<file path="config.mk">
export PLATFORM = sky130hd
export DESIGN_NAME = fip_ctrl
export DESIGN_NICKNAME = d
export VERILOG_FILES = /design/src/fip_pkg.sv /design/src/fip_ctrl.sv
export VERILOG_INCLUDE_DIRS = /design/src /design/src/src
export SDC_FILE = /design/constraint.sdc
export NUM_CORES = 1
export LEC_CHECK = 0
export BUFFER_PORTS_ARGS = -buffer_cell sky130_fd_sc_hd__buf_2
export CORE_MARGIN = 1
export CORE_UTILIZATION = 35
export CTS_BUF_LIST = sky130_fd_sc_hd__clkbuf_4
export CTS_CLUSTER_SIZE = 30
export DETAILED_ROUTE_END_ITERATION = 10
export GPL_TIMING_DRIVEN = 0
export SYNTH_ARGS = -nofsm -noshare
export SYNTH_HDL_FRONTEND = slang
export SYNTH_SLANG_ARGS = --single-unit
</file>
<file path="constraint.sdc">
create_clock -name i_clk -period 2 [get_ports i_clk]
set_input_delay 0.6 -clock i_clk [delete_from_list [all_inputs] [get_ports i_clk]]
set_output_delay 0.6 -clock i_clk [all_outputs]
set_load 0.01 [all_outputs]
</file>
<file path="src/fuzzy_incremental_pid_unit_defines.svh">
// Assertion macros shared by the modules of the controller.
`ifndef FUZZY_INCREMENTAL_PID_UNIT_DEFINES_SVH
`define FUZZY_INCREMENTAL_PID_UNIT_DEFINES_SVH

// The consequent must hold in the same cycle as the antecedent.
`define FIP_ASSERT_NOW(lbl, clk, rst_n, ante, cons) \
    lbl: assert property (@(posedge clk) disable iff (!rst_n) (ante) |-> (cons)) \
        else $error("fip assertion failed");

// The consequent must hold in the cycle after the antecedent.
`define FIP_ASSERT_NEXT(lbl, clk, rst_n, ante, cons) \
    lbl: assert property (@(posedge clk) disable iff (!rst_n) (ante) |=> (cons)) \
        else $error("fip assertion failed");

`endif

</file>
<file path="src/fip_pkg.sv">
package fip_pkg;

    localparam int KW = 24;
    localparam int BW = 27;

    localparam logic [2:0] CFG_GAIN_P   = 3'd0;
    localparam logic [2:0] CFG_GAIN_I   = 3'd1;
    localparam logic [2:0] CFG_GAIN_D   = 3'd2;
    localparam logic [2:0] CFG_MARGIN   = 3'd3;
    localparam logic [2:0] CFG_SEP_OFFS = 3'd4;

    typedef logic signed [2:0] t_rom [0:6][0:6];

    localparam t_rom ROM_P = '{
        '{ 3,  3,  2,  2,  1,  1,  0},
        '{ 3,  3,  2,  2,  1,  0,  0},
        '{ 2,  2,  2,  1,  0, -1, -2},
        '{ 2,  1,  1,  0, -1, -2, -2},
        '{ 1,  1,  0, -1, -1, -2, -2},
        '{ 0,  0, -1, -2, -2, -2, -3},
        '{ 0, -1, -1, -2, -2, -3, -3}
    };

    localparam t_rom ROM_I = '{
        '{-3, -3, -3, -2, -2,  0,  0},
        '{-3, -3, -2, -2, -1,  0,  0},
        '{-2, -2, -1, -1,  0,  1,  1},
        '{-2, -1, -1,  0,  1,  1,  2},
        '{-1, -1,  0,  1,  1,  2,  2},
        '{ 0,  0,  1,  2,  2,  3,  3},
        '{ 0,  0,  1,  2,  3,  3,  3}
    };

    localparam t_rom ROM_D = '{
        '{ 1,  1,  0,  0,  0,  3,  3},
        '{-1, -1, -1, -1,  0, -1,  2},
        '{-3, -3, -2, -1,  0,  1,  2},
        '{-3, -2, -2, -1,  0,  1,  2},
        '{-3, -2, -1, -1,  0,  1,  1},
        '{-2, -1, -1, -1,  0,  1,  1},
        '{ 1,  0,  0,  0,  0,  3,  3}
    };

    typedef struct packed {
        logic       load;
        logic       fuzz;
        logic       wmul;
        logic       blend;
        logic       mac;
        logic       finish;
        logic [1:0] step;
    } t_cmd;

    typedef struct packed {
        logic use_i;
    } t_status;

endpackage

</file>
<file path="src/fip_ctrl.sv">
`include "fuzzy_incremental_pid_unit_defines.svh"
module fip_ctrl (
    input  logic             i_clk,
    input  logic             i_rst_n,
    input  logic             i_valid,
    output logic             o_stall,
    output logic             o_valid,
    input  logic             i_stall,
    input  fip_pkg::t_status i_status,
    output fip_pkg::t_cmd    o_cmd
);
    import fip_pkg::*;

    typedef enum logic [5:0] {
        S_IDLE  = 6'b000001,
        S_FUZZ  = 6'b000010,
        S_WMUL  = 6'b000100,
        S_BLEND = 6'b001000,
        S_MAC   = 6'b010000,
        S_DONE  = 6'b100000
    } t_state;

    t_state     r_state, n_state;
    logic [1:0] r_step, n_step;
    logic       r_valid, n_valid;
    logic       accept, slot_free;

    assign o_stall   = (r_state != S_IDLE);
    assign accept    = i_valid && !o_stall;
    assign slot_free = !r_valid || !i_stall;
    assign o_valid   = r_valid;

    always_comb begin
        n_state = r_state;
        n_step  = r_step;
        n_valid = r_valid;
        o_cmd   = '0;
        o_cmd.step = r_step;
        if (r_valid && !i_stall) begin
            n_valid = 1'b0;
        end
        case (r_state)
            S_IDLE: begin
                if (accept) begin
                    o_cmd.load = 1'b1;
                    n_state = S_FUZZ;
                end
            end
            S_FUZZ: begin
                o_cmd.fuzz = 1'b1;
                n_step  = 2'd0;
                n_state = S_WMUL;
            end
            S_WMUL: begin
                o_cmd.wmul = 1'b1;
                n_step = r_step + 2'd1;
                if (r_step == 2'd3) begin
                    n_step  = 2'd0;
                    n_state = S_BLEND;
                end
            end
            S_BLEND: begin
                o_cmd.blend = 1'b1;
                n_step = r_step + 2'd1;
                if (r_step == 2'd2) begin
                    n_step  = 2'd0;
                    n_state = S_MAC;
                end
            end
            S_MAC: begin
                o_cmd.mac = 1'b1;
                n_step = r_step + 2'd1;
                if (r_step == 2'd2 || (r_step == 2'd1 && !i_status.use_i)) begin
                    n_step  = 2'd0;
                    n_state = S_DONE;
                end
            end
            S_DONE: begin
                if (slot_free) begin
                    o_cmd.finish = 1'b1;
                    n_valid = 1'b1;
                    n_state = S_IDLE;
                end
            end
            default: begin
                n_state = S_IDLE;
            end
        endcase
    end

    always_ff @(posedge i_clk) begin
        if (!i_rst_n) begin
            r_state <= S_IDLE;
            r_step  <= 2'd0;
            r_valid <= 1'b0;
        end else begin
            r_state <= n_state;
            r_step  <= n_step;
            r_valid <= n_valid;
        end
    end

    `FIP_ASSERT_NEXT(a_accept_starts, i_clk, i_rst_n, accept, r_state == S_FUZZ)
    `FIP_ASSERT_NOW(a_mac_step_range, i_clk, i_rst_n, r_state == S_MAC, r_step != 2'd3)
    `FIP_ASSERT_NEXT(a_finish_shows, i_clk, i_rst_n, o_cmd.finish, r_valid)
    `FIP_ASSERT_NOW(a_blend_step_range, i_clk, i_rst_n, r_state == S_BLEND, r_step != 2'd3)
endmodule

</file>
==> results.ini, run 1 <==
[run_status]
status=finished, violations left
failed_checks=negative setup slack

[power]
p_sw_w=0.000112
p_seq_share_pct=46.1
intPower_w=0.000304
combPwrFrac_pct=15.3
p_leak_nw=0.327
clkPwrFrac_pct=38.7
powerDensity_nw_per_um2=557
total_power_w=0.000416
p_sw_share_pct=26.9
peakVddDrop_v=0.000409

[floorplanning]
row_count=13
dieArea_um2=1730
io_pins=15
start_util_pct=39.6
core_um2=1380
fp.dieH_um=41.6
die_w_um=41.6

[grt]
grt_start_max_net_pins=9
track_usage_pct=18.9
antenna_found_initial=0
grt_pass1_vias=534
gr-total-overflow=0
grt_pass1_wl_um=2460

[critical_path]
worstSetupStartpointType=flop
crit_fanout=3
crit_type=flop to output port
cp.arrival_ns=1.57
endpoint_kind=output port
cp_data_required_time_ns=1.40

[route]
drt-met1-wl_um=655
vias_per_cell=5.67
drt_iter0_drc=22
drcViolationCount=0
dr.max_layer_used=met4
met2_length_um=659
wl_per_cell_um=13.8
antenna_left=0
routed-via-count=590
first_pass_iters=4
routed_wl_um=1430
wl_met3_um=86

[clock_network]
cts_hold_buf=0
clk_pin_slew_ns=0.07
cts_buffers=3
clock_latency_ns=0.27
root_buffer=clkbuf_4
clock_path_buffers=2
cts.htree.levels=1
cts_tree=done
clkSinkCount=9

[logic_synthesis]
syn_area_per_cell_um2=8.30
synth_area_um2=548
synth.net_count=75
synth_cells=66
ys_types=24
yosysWarningCount=0
postSynthRegisterBits=9
seq_area_frac_synth_pct=32.9

[run]
max_cap_viol_count=0

[timing]
tns_ns=-0.278
worst_pin_slew_ns=0.750
fmax_ghz=0.460
max_slew_margin_pct=49.4
hold_slack_ns=0.504
clock-skew-final_ns=0.00921
final-hold-violation-count=0
setup_slack_ns=-0.174
fin_crit_ns=2.17
setup_viol=2
final_max_slew_viol_count=0
finalCritPeriodShare_pct=109
rsz0062_at_grt=true

[final_layout]
fin_nets=99
nFillCells=136
antennaDiodeCount=0
multi_input_area_um2=384
area_growth_pct=36.3
seqCellArea_um2=188
finish.utilization_pct=54.0
drive_gt1_share_pct=39.3
final_cell_mix=buf_2 (14), a21oi_1 (7)
layout_commonest_cell=buf_2

[worst_hold_path]
hp-class=flop to flop

[placed_design]
place.gp.congestion=0.777
portBuffers=14
dp_hpwl_um=951

==> stage by stage <==
stage / std cells / setup WS, ns / cell area [um^2]
detailed placement: 95 / -0.0686 / 637
global route: 104 / -0.233 / 747
floorplan: 66 / 0.101 / 548
finish: 104 / -0.174 / 747
global placement: 95 / -0.0681 / 637
CTS: 104 / -0.137 / 747
==> what timing repair did <==
action | 4_1_cts | 5_1_grt
setup buffers | 5 | 0
endpoints found under the hold margin | 0 | 0
cloned | 0 | 0
setup endpoints to repair | 7 | 6
pin swaps | 4 | 0
resized for setup | 14 | 0
==> registers in the layout, indices dropped and copies added (netlist names) <==
signal	cells
o_valid	1
r_state	6
r_step	2
==> layout make-up <==
type / instances / area share (%)
inverter: 5 / 2.51
sequential: 9 / 25.1
tap: 15 / 2.51
clock buffer: 4 / 4.02
multi-input combinational: 52 / 51.4
timing repair buffer: 19 / 14.4
==> cell usage after synthesis, drive strengths merged <==
| master | instances | area (um^2) |
|---|---|---|
| nand3b | 4 | 30.0 |
| nor2b | 1 | 6.26 |
| nor4 | 4 | 25.0 |
| and2 | 2 | 12.5 |
| ha | 4 | 50.1 |
| nor3b | 2 | 15.0 |
| or4 | 1 | 11.3 |
| nand2b | 4 | 25.0 |
| nand4b | 1 | 8.76 |
| a31oi | 2 | 12.5 |
| o21ai | 4 | 20.0 |
| nor2 | 1 | 3.75 |
| nor3 | 1 | 5.00 |
| o311ai | 2 | 17.5 |
| or4b | 1 | 13.8 |
| o2111ai | 1 | 8.76 |
| a22oi | 1 | 7.51 |
| dfxtp | 9 | 180 |
| inv | 5 | 18.8 |
| nand3 | 3 | 15.0 |
| and2b | 1 | 7.51 |
| nand2 | 5 | 18.8 |
| a21oi | 7 | 35.0 |
==> path summary, 6_finish.rpt <==
path / startpoint / to / slack [ns] / depth (start not counted)
worst max-delay path: r_state[4] / o_cmd[5] / -0.17 / 3
worst min-delay path: o_valid / o_valid / 0.50 / 2
worst max register to register: r_state[4] / r_state[0] / 0.15 / 5
worst min register to register: o_valid / o_valid / 0.50 / 2
==> layer usage <==
layer / vias up / GRT usage (%)
met5: - / 0
met4: 0 / 9.68
met3: 4 / 5.22
met2: 28 / 29.7
met1: 263 / 23.4
li1: 295 / -
==> power groups by stage <==
stage	Sequential [W]	Combinational, W	Clock [W]
6_report	0.000192	0.0000636	0.000161
5_1_grt	0.000193	0.0000685	0.000173
4_1_cts	0.000191	0.0000627	0.000165
3_5_place_dp	0.000195	0.0000519	0
3_3_place_gp	0.000195	0.0000517	0
2_1_floorplan	0.000194	0.0000345	0
==> critical path, stage by stage (launching register included) <==
cell and delay [ns]:
dfxtp_4 0.35, or4_4 0.57, nor3b_4 0.23, buf_2 0.17
==> cell families after synthesis <==
family	count (synthesis)	share of synthesized area, %
buf+inv	5	3.43
fa+ha+maj	4	9.13
flops	9	32.9
compound gates	17	18.5
simple gates	31	36.1
Power figures use the tool's default switching activity.
==> inputs of run 2 (changes only) <==
--- a/config.mk
+++ b/config.mk
@@ -13,6 +13,7 @@
 export CTS_CLUSTER_SIZE = 30
 export DETAILED_ROUTE_END_ITERATION = 10
 export GPL_TIMING_DRIVEN = 0
+export SETUP_SLACK_MARGIN = 0.5
 export SYNTH_ARGS = -nofsm -noshare
 export SYNTH_HDL_FRONTEND = slang
 export SYNTH_SLANG_ARGS = --single-unit
==> results.ini, run 2 (synthesis results as in run 1) <==
[route]
wl_met3_um=96
dr.max_layer_used=met4
routed-via-count=645
antenna_left=0
first_pass_iters=4
wl_per_cell_um=13.6
drt_iter0_drc=26
drt-met1-wl_um=675
drcViolationCount=0
met2_length_um=746
routed_wl_um=1540
vias_per_cell=5.71

[final_layout]
final_cell_mix=buf_4 (13), buf_2 (11), a21oi_1 (6)
layout_commonest_cell=buf_4
largest_reg_flops=6
largest-register=r_state
area_growth_pct=63.9
finish.utilization_pct=65.0
fin_nets=108
instances_no_fill=113
antennaDiodeCount=0
drive_gt1_share_pct=54.1

[floorplanning]
dieArea_um2=1730
start_util_pct=39.6
fp.dieH_um=41.6
core_um2=1380
row_count=13
io_pins=15
die_w_um=41.6

[timing]
rsz0062_at_grt=true
setup_slack_ns=-0.109
clock-skew-final_ns=0.00733
max_slew_margin_pct=69.4
final_max_slew_viol_count=0
tns_ns=-0.131
fin_crit_ns=2.11
final-hold-violation-count=0
setup_viol=2
finalCritPeriodShare_pct=105
worst_pin_slew_ns=0.451
fmax_ghz=0.474

[power]
peakVddDrop_v=0.000368
p_leak_nw=0.384
powerDensity_nw_per_um2=483

[critical_path]
cp.arrival_ns=1.51
crit_fanout=4
path_buf_inv=1
cp_cell_sequence=or4_4, nor3b_4, buf_2
crit_type=flop to output port
max_stage_delay_ns=0.55
cp_data_required_time_ns=1.40
endpoint_kind=output port
worstSetupStartpointType=flop
slowest_stage=or4_4
crit_family=simple AND/OR/NAND/NOR gates

[grt]
grt_pass1_vias=581
grt_pass1_wl_um=2500
gr-total-overflow=0
track_usage_pct=19.1
antenna_found_initial=0
grt_start_max_net_pins=9

[placed_design]
portBuffers=14
dp_slack_ns=0.104
place.gp.congestion=0.819
dp_hpwl_um=986
dp_cells=95

[clock_network]
cts_tree=done
root_buffer=clkbuf_4
clk_pin_slew_ns=0.06
cts.htree.levels=1
clock_latency_ns=0.26
clock_path_buffers=2
cts_buffers=3
clkSinkCount=9

[run_status]
status=finished, violations left
failed_checks=negative setup slack

[run]
max_cap_viol_count=0

[worst_hold_path]
hp-class=flop to flop

==> run 2: changes by cell type in the layout (fill, tap and decap cells not counted), sizes merged <==
cell,delta
buf,+9
==> run 2: per-stage QoR <==
stage	hold slack, ns	cell area, um^2	power [W]
floorplan	0.513	582	0.000233
global placement	0.492	671	0.000252
detailed placement	0.504	671	0.000252
CTS	0.512	865	0.000428
global route	0.524	898	0.000459
finish	0.513	898	0.000434
==> run 2: power breakdown <==
part	internal, W	total, W	leakage, nW	switching, W
Combinational	0.0000456	0.0000882	0.290	0.0000426
Sequential	0.000181	0.000190	0.0763	0.00000861
Clock	0.0000905	0.000156	0.0184	0.0000658
Total	0.000317	0.000434	0.384	0.000117
==> run 2: area by class of cell <==
| type | instances | area (um^2) |
|---|---|---|
| fillers | 127 | 484 |
| multi-input cells | 52 | 435 |
| inverters | 5 | 18.8 |
| well taps | 15 | 18.8 |
| clock buffers | 4 | 30.0 |
| repair buffers | 28 | 198 |
| flip-flops and latches | 9 | 198 |
==> run 2: worst register-to-register path: cells and delay by family, from the launching register on <==
| family | cells | cell delay (ns) |
|---|---|---|
| flops | 1 | 0.35 |
| compound gates | 2 | 0.19 |
| simple gates | 2 | 1.13 |
==> run 2: worst paths after layout <==
| kind | from | to | slack, ns | cells after the start |
|---|---|---|---|---|
| max | r_state[4] | o_cmd[5] | -0.11 | 3 |
| min | o_valid | o_valid | 0.51 | 2 |
| max reg2reg | r_state[4] | r_state[3] | 0.20 | 4 |
| min reg2reg | o_valid | o_valid | 0.51 | 2 |
==> run 2: what timing repair did <==
item                                    in CTS  in global routing
gates resized for setup                     19                  2
buffers inserted                            11                  3
hold buffers                                 0                  0
pin swaps                                    7                  5
endpoints found under the setup margin      13                 13
==> run 2: per-layer routing <==
metal  track usage, %  vias to the layer above
li1                 -                      313
met1             24.2                      304
met2             30.3                       26
met3             2.61                        2
met4             11.6                        0
met5                0                        -
==> inputs of run 3 (changes only) <==
==> constraint.sdc (replaced) <==
create_clock -name i_clk -period 2 [get_ports i_clk]
set_input_delay 0.4 -clock i_clk [delete_from_list [all_inputs] [get_ports i_clk]]
set_output_delay 0.4 -clock i_clk [all_outputs]
set_load 0.01 [all_outputs]
==> results.ini, run 3 (synthesis results as in run 1) <==
[run_status]
status=finished, final reports clean

[timing]
tns_ns=0
worst_pin_slew_ns=0.397
final_max_slew_viol_count=0
rsz0062_at_grt=true
setup_slack_ns=0.101
max_slew_margin_pct=73.5
fmax_ghz=0.527
clock-skew-final_ns=0.0122
fin_crit_ns=1.90
final-hold-violation-count=0
hold_slack_ns=0.341
finalCritPeriodShare_pct=94.9
setup_viol=0

[placed_design]
place.gp.congestion=0.783
dp_hpwl_um=1050
portBuffers=14
dp_slack_ns=0.205
post_dp_cell_area_um2=661

[clock_network]
clock_latency_ns=0.27
root_buffer=clkbuf_4
clock_path_buffers=2
cts_buffers=3
cts_tree=done
cts.htree.levels=1
clkSinkCount=9
clk_pin_slew_ns=0.07

[critical_path]
cp.arrival_ns=1.50
crit_type=flop to output port
worstSetupStartpointType=flop
crit_fanout=2
endpoint_kind=output port
cp_data_required_time_ns=1.60

[floorplanning]
row_count=13
start_util_pct=39.6
core_um2=1380
io_pins=15
dieArea_um2=1730
fp.dieH_um=41.6
die_w_um=41.6

[final_layout]
antennaDiodeCount=0
drive_gt1_share_pct=50.5
final_cell_mix=buf_2 (12), buf_4 (9), inv_1 (5), a21oi_1 (5)
final_area_um2=848
layout_commonest_cell=buf_2
nFillCells=115
largest_reg_flops=6
area_growth_pct=54.8
largest-register=r_state
fin_nets=103

[route]
drt_iter0_drc=4
routed_wl_um=1610
antenna_left=0
first_pass_iters=4
drcViolationCount=0
vias_per_cell=5.62
wl_per_cell_um=14.9
routed-via-count=607

[worst_hold_path]
hp-class=primary input to flop

[power]
peakVddDrop_v=0.000287
powerDensity_nw_per_um2=508
p_leak_nw=0.353

[grt]
gr-total-overflow=0
grt_start_max_net_pins=9
grt_pass1_wl_um=2610
grt_pass1_vias=582
track_usage_pct=19.8
antenna_found_initial=0

[run]
max_cap_viol_count=0

## run 3: final timing paths
check	start	endpoint	slack, ns	cells past startpoint
worst min-delay path	i_rst_n	r_state[0]	0.34	2
worst max register to register	r_state[1]	r_state[3]	0.25	4
worst max-delay path	r_state[1]	o_cmd[5]	0.10	3
worst min register to register	o_valid	o_valid	0.55	2
## run 3: timing repair
action                     CTS  global route
gates resized for setup     11            12
hold buffers                 0             0
setup endpoints to repair   13            14
pin swaps                    5             7
setup buffers                4             5
## run 3: final cells by class
cell class                      instances  area (um^2)  area share [%]
Inverter                                5         18.8            2.21
Sequential cell                         9          191            22.6
Timing Repair Buffer                   23          150            17.7
Tap cell                               15         18.8            2.21
Clock buffer                            4         30.0            3.54
Multi-Input combinational cell         52          439            51.8
## run 3: where the power goes
part	internal [W]	switching [W]
Clock	0.0000904	0.0000657
Sequential	0.000183	0.00000962
Combinational	0.0000405	0.0000414
Total	0.000314	0.000117
## run 3: worst max-delay path: stages, from the launching register on
cell	delay, ns
dfxtp_4	0.34
or4_4	0.55
nor3b_4	0.19
buf_2	0.15
## run 3: layer usage
layer / vias up / wire (um) / GRT usage (%)
li1: 303 / - / -
met1: 288 / 750 / 25.3
met2: 12 / 768 / 31.6
met3: 4 / 56 / 3.91
met4: 0 / 38 / 9.68
met5: - / 0 / 0
## run 3: per-stage QoR
step | util (%) | total power [W] | std cells
2_1_floorplan | - | 0.000231 | 66
3_3_place_gp | 47.8 | 0.000250 | 95
3_5_place_dp | 47.8 | 0.000251 | 95
4_1_cts | 54.3 | 0.000421 | 103
5_1_grt | 61.4 | 0.000455 | 108
6_report | 61.4 | 0.000431 | 108
